--- src/hw/rtl/sts_pkg.sv ---
// ---------------------------------------------------------------------------
// sts_pkg
// Types and constants of the sorted table search block.
// ---------------------------------------------------------------------------
package sts_pkg;

    localparam int DATA_W = 32;

    typedef enum logic [1:0] {
        CMD_CLEAR  = 2'd0,
        CMD_INSERT = 2'd1,
        CMD_SORT   = 2'd2,
        CMD_SEARCH = 2'd3
    } t_cmd;

    typedef struct packed {
        t_cmd                     cmd;
        logic signed [DATA_W-1:0] value;
    } t_item;

    typedef struct packed {
        logic found;
        logic status;
    } t_result;

    typedef struct packed {
        logic eq;
        logic gt;
    } t_cmp;

endpackage

--- src/hw/rtl/sts_cmp.sv ---
// ---------------------------------------------------------------------------
// sts_cmp
// Shared signed comparator used by both the sort and the search sequence.
// ---------------------------------------------------------------------------
module sts_cmp
    import sts_pkg::*;
(
    input  logic signed [DATA_W-1:0] i_a,
    input  logic signed [DATA_W-1:0] i_b,
    output t_cmp                     o_cmp
);

    assign o_cmp.eq = (i_a == i_b);
    assign o_cmp.gt = (i_a > i_b);

endmodule

--- config.mk ---
export PLATFORM = sky130hd
export DESIGN_NAME = sts_cmp
export DESIGN_NICKNAME = d
export VERILOG_FILES = /design/src/hw/rtl/sts_pkg.sv /design/src/hw/rtl/sts_cmp.sv
export SDC_FILE = /design/constraint.sdc
export NUM_CORES = 1
export LEC_CHECK = 0
export BUFFER_PORTS_ARGS = -buffer_cell sky130_fd_sc_hd__buf_2
export CAP_MARGIN = 40
export CORE_MARGIN = 2
export CORE_UTILIZATION = 42
export DETAILED_ROUTE_END_ITERATION = 10
export PLACE_DENSITY = 0.92
export SLEW_MARGIN = 5
export SYNTH_ARGS = -nofsm -noshare
export SYNTH_HDL_FRONTEND = slang
export SYNTH_SLANG_ARGS = --single-unit
--- constraint.sdc ---
create_clock -name vclk -period 1.9
set_clock_uncertainty 0.15 [all_clocks]
set_input_delay 0.095 -clock vclk [all_inputs]
set_output_delay 0.095 -clock vclk [all_outputs]
set_load 0.005 [all_outputs]
==> impl_metrics.yaml, run 1 <==
power_and_ir_drop:
  peakVddDrop_v: 0.000153
  swShare: 0.448
  powerDensity_nw_per_um2: 202
  p_seq_frac: 0
  power.leakage_uw: 0.000881
  internal_power_uw: 163
  combPwrFrac: 1.000
  power_switching_uw: 132
  p_clk_frac: 0
layout:
  seq_cell_count: 0
  final-seq-area_um2: 0
  fin_nets: 284
  areaGrowthSynthToFinish_pct: 72.7
  clkbuf_count: 0
  fillers: 146
  fin_cells: 213
  multiInputGateArea_um2: 871
  drive_gt1_frac: 0.532
  diodes: 0
run_status:
  violations: "setup timing"
  outcome: "complete, but fails checks"
clocking:
  cts_hold_buf: 0
yosys:
  synth_most_common_cell: "inv_1"
  ys_types: 23
  yosysSeqAreaShare: 0
  synthTopCellsByCount: "33 x inv_1, 32 x ha_1, 8 x a21oi_1"
  synth_nets: 210
  synth.area.top_cells: "ha_1 47%, inv_1 15%, a21oi_1 4.7%, nand4_1 3.7%, a21o_1 3.6%"
  synth_largest_area_cell: "ha_1"
  synth_top_area_share: 0.474
  yosysWarnings: 0
  avgSynthCellArea_um2: 7.41
  synth_area_um2: 845
  synthCells: 114
global_routing:
  use_met3: 0.0123
  use_met1: 0.234
  grt_antenna_before_repair: 0
  groute.usage.overall: 0.203
  grt_max_degree: 4
  grt_overflow: 0
  top_usage_layer: "met2"
  grt_use_met2: 0.406
  grt_pass1_wl_um: 4070
  grt_pass1_vias: 1039
routing:
  drcViolationCount: 0
  routed_via_density: 4.84
  routed_wirelength_um: 2370
  wire_per_inst_um: 11.1
  drt-pass1-iter-count: 4
  drtAntennaViolNets: 0
  drt_iter0_drc: 9
  vias: 1031
timing:
  maxSlewViolCount: 0
  tightest_slew_ps: 271
  slew_headroom: 0.819
  hold_ws_ps: 605
  fin_crit_sh: 1.04
  min_period_ps: 1970
  rsz0062_at_grt: "yes"
  setup_viol: 1
  hold_violations: 0
  setup_ws_ps: -71.2
  clock.fmax_ghz: 0.507
floorplan:
  core_area_um2: 1920
  std_cell_rows: 16
  fp.dieH_um: 48.8
  die_area_um2: 2390
  start_util: 0.439
  die_w_um: 48.8
  top_level_ports: 66
worst_setup_path:
  arrival_ps: 1730
  cp-end-kind: "output port"
  worstPathRequired_ps: 1650
  critical_path_class: "input pin to output port"
  crit_path_start_kind: "input pin"
  crit_fanout: 2
min_path:
  hold_path.startpoint: "i_a[31]"
  whs_path_depth: 7
  min_to: "o_cmp[0]"
  hold_path.class: "input pin to output port"
placed_design:
  gp_congestion: 0.761
  dp_hpwl_um: 1860
  io_buffers: 66
  place_inst: 211
flow_run:
  maxCapViolCount: 0
-- layout by cell type (no fill, tap or decap), types with 2 or more instances in the layout --
master | netlist | final
nor2_1 | 2 | 2
a221oi_2 | 0 | 3
o21ai_2 | 0 | 2
nand2b_1 | 2 | 2
nand2_1 | 6 | 6
inv_4 | 0 | 2
o21ai_0 | 5 | 3
a21o_1 | 4 | 4
ha_4 | 0 | 7
inv_2 | 0 | 4
buf_4 | 0 | 6
ha_1 | 32 | 25
buf_6 | 0 | 8
nand3_1 | 2 | 2
a21oi_1 | 8 | 8
buf_2 | 0 | 58
inv_1 | 33 | 27
nand4_1 | 5 | 5
-- cell type report --
type	instances	area share
multi-input combinational	81	0.597
timing repair buffer	72	0.292
inverter	33	0.0883
tap	27	0.0232
-- through the flow --
stage	TNS [ps]	util	power, µW	worst slack (ps)	instance area (µm²)
detailed placement	-157	0.645	232	-157	1240
finish	-71.2	0.759	294	-71.2	1460
global route	-216	0.759	333	-188	1460
floorplan	0	-	126	166	845
global placement	-149	0.645	223	-149	1240
CTS	-29.9	0.744	280	-29.9	1430
-- worst max-delay path by stage --
| stage | slack [ps] | cells past startpoint | startpoint | to |
|---|---|---|---|---|
| 2_1_floorplan | 170 | 8 | i_b[31] | o_cmp[0] |
| 3_3_place_gp | -150 | 10 | i_b[31] | o_cmp[0] |
| 3_5_place_dp | -160 | 10 | i_b[31] | o_cmp[0] |
| 4_1_cts | -30 | 10 | i_b[30] | o_cmp[0] |
| 5_1_grt | -190 | 10 | i_b[28] | o_cmp[0] |
| 6_report | -70 | 10 | i_b[28] | o_cmp[0] |
-- worst max-delay path: stages --
cell and delay [ps]:
buf_2 90, inv_1 60, ha_4 260, and4_4 200, nand4_1 120, or3_4 370, a31oi_4 190, nor3_2 60
nand2b_1 140, buf_2 120
-- timing repair --
| item | in CTS | in global routing |
|---|---|---|
| setup buffers | 1 | 1 |
| pin swaps | 13 | 3 |
| gates resized for setup | 35 | 3 |
| endpoints found under the setup margin | 1 | 2 |
-- power by group through the flow --
stage          Sequential [µW]  Clock (µW)  Combinational [µW]
5_1_grt                      0           0                 333
2_1_floorplan                0           0                 126
6_report                     0           0                 294
3_5_place_dp                 0           0                 232
4_1_cts                      0           0                 280
3_3_place_gp                 0           0                 223
-- cell families after synthesis --
family,Yosys count,share of synthesized area
buf+inv,33,0.147
simple gates,25,0.194
compound gates,24,0.185
fa+ha+maj,32,0.474
-- metal layers --
layer  vias to the layer above  routed length (µm)
li1                        544                   -
met1                       449                 961
met2                        38                1300
met3                         0                 111
met4                         0                   0
met5                         -                   0
No activity file was read; power rests on OpenSTA's default activity.
==> run 2, diff against run 1 <==
- CORE_MARGIN: 2 -> default
- CORE_UTILIZATION: 42 -> 26
- PLACE_DENSITY: 0.92 -> 0.64
==> impl_metrics.yaml, run 2 (same netlist as run 1, synthesis figures left out) <==
floorplan:
  core_area_um2: 3080
  std_cell_rows: 20
  top_level_ports: 66
  die_area_um2: 3480
  die_w_um: 59.0
  start_util: 0.274
  fp.dieH_um: 59.0
routing:
  drt-pass1-iter-count: 4
  routed_wirelength_um: 2180
  drtAntennaViolNets: 0
  wire_per_inst_um: 9.40
  vias: 1016
  routed_via_density: 4.38
  drcViolationCount: 0
  drt_iter0_drc: 18
layout:
  fin_nets: 286
  final-seq-area_um2: 0
  seq_cell_count: 0
  areaGrowthSynthToFinish_pct: 76.3
  diodes: 0
  clkbuf_count: 0
  fin_area_um2: 1490
  final_cell_mix: "62 x buf_2, 29 x inv_1, 23 x ha_1"
  final_common_cell: "buf_2"
  drive_gt1_frac: 0.532
timing:
  setup_ws_ps: -41.1
  min_period_ps: 1940
  rsz0062_at_grt: "yes"
  tightest_slew_ps: 302
  setup_viol: 1
  clock.fmax_ghz: 0.515
  slew_headroom: 0.799
  fin_tns_setup_ps: -41.1
  maxSlewViolCount: 0
  hold_violations: 0
  fin_crit_sh: 1.02
global_routing:
  grt_overflow: 0
  grt_max_degree: 4
  groute.usage.overall: 0.133
  grt_pass1_vias: 990
  grt_pass1_wl_um: 3750
  grt_antenna_before_repair: 0
worst_setup_path:
  critPathSlowestCell: "a221o_1"
  crit_fanout: 2
  arrival_ps: 1700
  cp-end-kind: "output port"
  cp_cell_sequence: "buf_2, inv_1, ha_4, and2_4, a221o_1, a221oi_2, o21ai_2, nor3_1, nand2b_1, buf_2"
  cp_top_family: "compound AO/OA/AOI/OAI gates"
  crit_path_start_kind: "input pin"
  cp_slowest_stage_delay_ps: 340
  critical_path_class: "input pin to output port"
  crit_buf_inv: 3
  worstPathRequired_ps: 1650
  crit_top_cell: "buf_2"
min_path:
  hold_path.class: "input pin to output port"
power_and_ir_drop:
  peakVddDrop_v: 0.0000839
  powerDensity_nw_per_um2: 192
  power.leakage_uw: 0.000882
  total_power_uw: 286
clocking:
  cts_hold_buf: 0
placed_design:
  gp_congestion: 0.689
  dp_slack_ps: -146
  dp_hpwl_um: 1800
  io_buffers: 66
  dpl_cell_area_um2: 1270
run_status:
  outcome: "complete, but fails checks"
  violations: "setup timing"
flow_run:
  maxCapViolCount: 0
[run 2: cell count changes in the layout (fill, tap and decap cells not counted), moves of 2 or more]
cell	change
ha_4	+2
inv_1	+2
inv_4	-2
buf_6	-3
ha_1	-2
buf_2	+4
[run 2: layer usage]
layer  track usage  vias up  routed length (µm)
met4       0.00680        0                   9
met1         0.152      415                 919
met5             0        -                   0
met2         0.278       52                1080
met3       0.00655        2                 170
li1              -      547                   -
[run 2: final cells by class]
| cell class | instances | area (µm²) |
|---|---|---|
| fillers | 321 | 1590 |
| multi-input cells | 81 | 891 |
| repair buffers | 74 | 419 |
| inverters | 33 | 124 |
| well taps | 44 | 55.1 |
[run 2: through the flow]
step | hold slack [ps] | utilization | instances
2_1_floorplan | 345 | - | 114
3_3_place_gp | 601 | 0.412 | 229
3_5_place_dp | 587 | 0.412 | 229
4_1_cts | 588 | 0.478 | 232
5_1_grt | 618 | 0.484 | 232
6_report | 583 | 0.484 | 232
[run 2: final timing paths]
check             startpoint       end  depth (start not counted)
hold / removal       i_a[31]  o_cmp[0]                          7
setup / recovery     i_b[27]  o_cmp[0]                         10
[run 2: what timing repair did]
item                                   in CTS  in global routing
buffers inserted                            3                  0
setup endpoints to repair                   1                  2
resized for setup                          27                  5
pin swaps                                  13                  1
endpoints found under the hold margin       0                  0
[run 2: power breakdown]
group          switching [µW]  internal [µW]  leakage [µW]
Clock                       0              0             0
Sequential                  0              0             0
Combinational             128            158      0.000882
==> run 3, diff against run 2 <==
- BUFFER_PORTS_ARGS: -buffer_cell sky130_fd_sc_hd__buf_2 -> -buffer_cell sky130_fd_sc_hd__buf_4
- CORE_MARGIN: default -> 5
==> impl_metrics.yaml, run 3 (same netlist as run 1, synthesis figures left out) <==
run_status:
  outcome: "complete, but fails checks"
  violations: "setup timing"
routing:
  drt-pass1-iter-count: 3
  drcViolationCount: 0
  vias: 997
  routed_wirelength_um: 2620
  drt_iter0_drc: 23
  wire_per_inst_um: 11.5
  drtAntennaViolNets: 0
  routed_via_density: 4.39
global_routing:
  grt_pass1_wl_um: 4160
  grt_max_degree: 4
  groute.usage.overall: 0.113
  grt_pass1_vias: 1058
  grt_overflow: 0
  grt_antenna_before_repair: 0
layout:
  postLayoutCoreUtil: 0.515
  drive_gt1_frac: 0.525
  fin_nets: 281
  areaGrowthSynthToFinish_pct: 87.9
  fin_cells: 227
  clkbuf_count: 0
  multiInputGateArea_um2: 865
  final_cell_mix: "63 x buf_4, 26 x inv_1, 25 x ha_1"
  seq_cell_count: 0
  final_common_cell: "buf_4"
  fillers: 300
  final-seq-area_um2: 0
  diodes: 0
timing:
  tightest_slew_ps: 269
  fin_crit_sh: 1.03
  hold_violations: 0
  maxSlewViolCount: 0
  setup_viol: 1
  setup_ws_ps: -52.9
  rsz0062_at_grt: "yes"
  clock.fmax_ghz: 0.512
  slew_headroom: 0.821
  min_period_ps: 1950
power_and_ir_drop:
  powerDensity_nw_per_um2: 198
  power_switching_uw: 126
  swShare: 0.400
  combPwrFrac: 1.000
  p_seq_frac: 0
  p_clk_frac: 0
  internal_power_uw: 188
  power.leakage_uw: 0.000909
  peakVddDrop_v: 0.0000869
min_path:
  min_to: "o_cmp[1]"
  hold_path.class: "input pin to output port"
  whs_path_depth: 5
  hold_path.startpoint: "i_b[0]"
floorplan:
  std_cell_rows: 20
  die_area_um2: 4490
  fp.dieH_um: 67.0
  die_w_um: 67.0
  start_util: 0.274
  core_area_um2: 3080
  top_level_ports: 66
worst_setup_path:
  crit_cells: 10
  cp-end-kind: "output port"
  critPathSlowestCell: "or3_4"
  crit_buf_inv: 3
  worstPathRequired_ps: 1650
  crit_path_start_kind: "input pin"
  cp_slowest_stage_delay_ps: 370
  critical_path_class: "input pin to output port"
  crit_fanout: 2
  arrival_ps: 1710
  cp_cell_sequence: "buf_6, inv_4, ha_4, and4_4, nand4_1, or3_4, nand2b_4, o221ai_2, nand2b_1, buf_4"
  cp_top_family: "simple AND/OR/NAND/NOR gates"
placed_design:
  gp_congestion: 0.747
  dp_hpwl_um: 2350
  place_inst: 227
  io_buffers: 66
flow_run:
  maxCapViolCount: 0
==> run 3: cell type report <==
type                            instances  area share
Inverter                               33      0.0797
Multi-Input combinational cell         81       0.545
Timing Repair Buffer                   69       0.341
Tap cell                               44      0.0347
==> run 3: power groups by stage <==
stage | combinational (µW) | sequential [µW] | clock [µW]
2_1_floorplan | 126 | 0 | 0
5_1_grt | 352 | 0 | 0
3_3_place_gp | 260 | 0 | 0
3_5_place_dp | 270 | 0 | 0
6_report | 314 | 0 | 0
4_1_cts | 311 | 0 | 0
==> run 3: per-stage QoR <==
step / power (µW) / TNS [ps] / setup slack (ps) / hold slack [ps] / cell area (µm²)
2_1_floorplan: 126 / 0 / 166 / 345 / 845
3_3_place_gp: 260 / -150 / -150 / 598 / 1420
3_5_place_dp: 270 / -173 / -173 / 592 / 1420
4_1_cts: 311 / -46.6 / -46.6 / 613 / 1580
5_1_grt: 352 / -107 / -107 / 646 / 1590
6_report: 314 / -52.9 / -52.9 / 621 / 1590
==> run 3: worst max path at each step <==
| stage | startpoint | endpoint | slack [ps] |
|---|---|---|---|
| after floorplan | i_b[31] | o_cmp[0] | 170 |
| after global placement | i_a[29] | o_cmp[0] | -150 |
| after detailed placement | i_a[29] | o_cmp[0] | -170 |
| after CTS | i_b[30] | o_cmp[0] | -50 |
| after global routing | i_b[31] | o_cmp[0] | -110 |
| final | i_b[30] | o_cmp[0] | -50 |
==> run 3: routing by layer <==
metal,track usage,part of all wire
met3,0.0253,0.12
met4,0.00759,0.0053
met5,0,0
met1,0.131,0.39
met2,0.215,0.48
==> run 3: timing repair <==
action,CTS,global route
gates resized for setup,33,2
endpoints found under the hold margin,0,0
setup endpoints to repair,1,1
pin swaps,10,3
hold buffers,0,0
buffers inserted,0,0
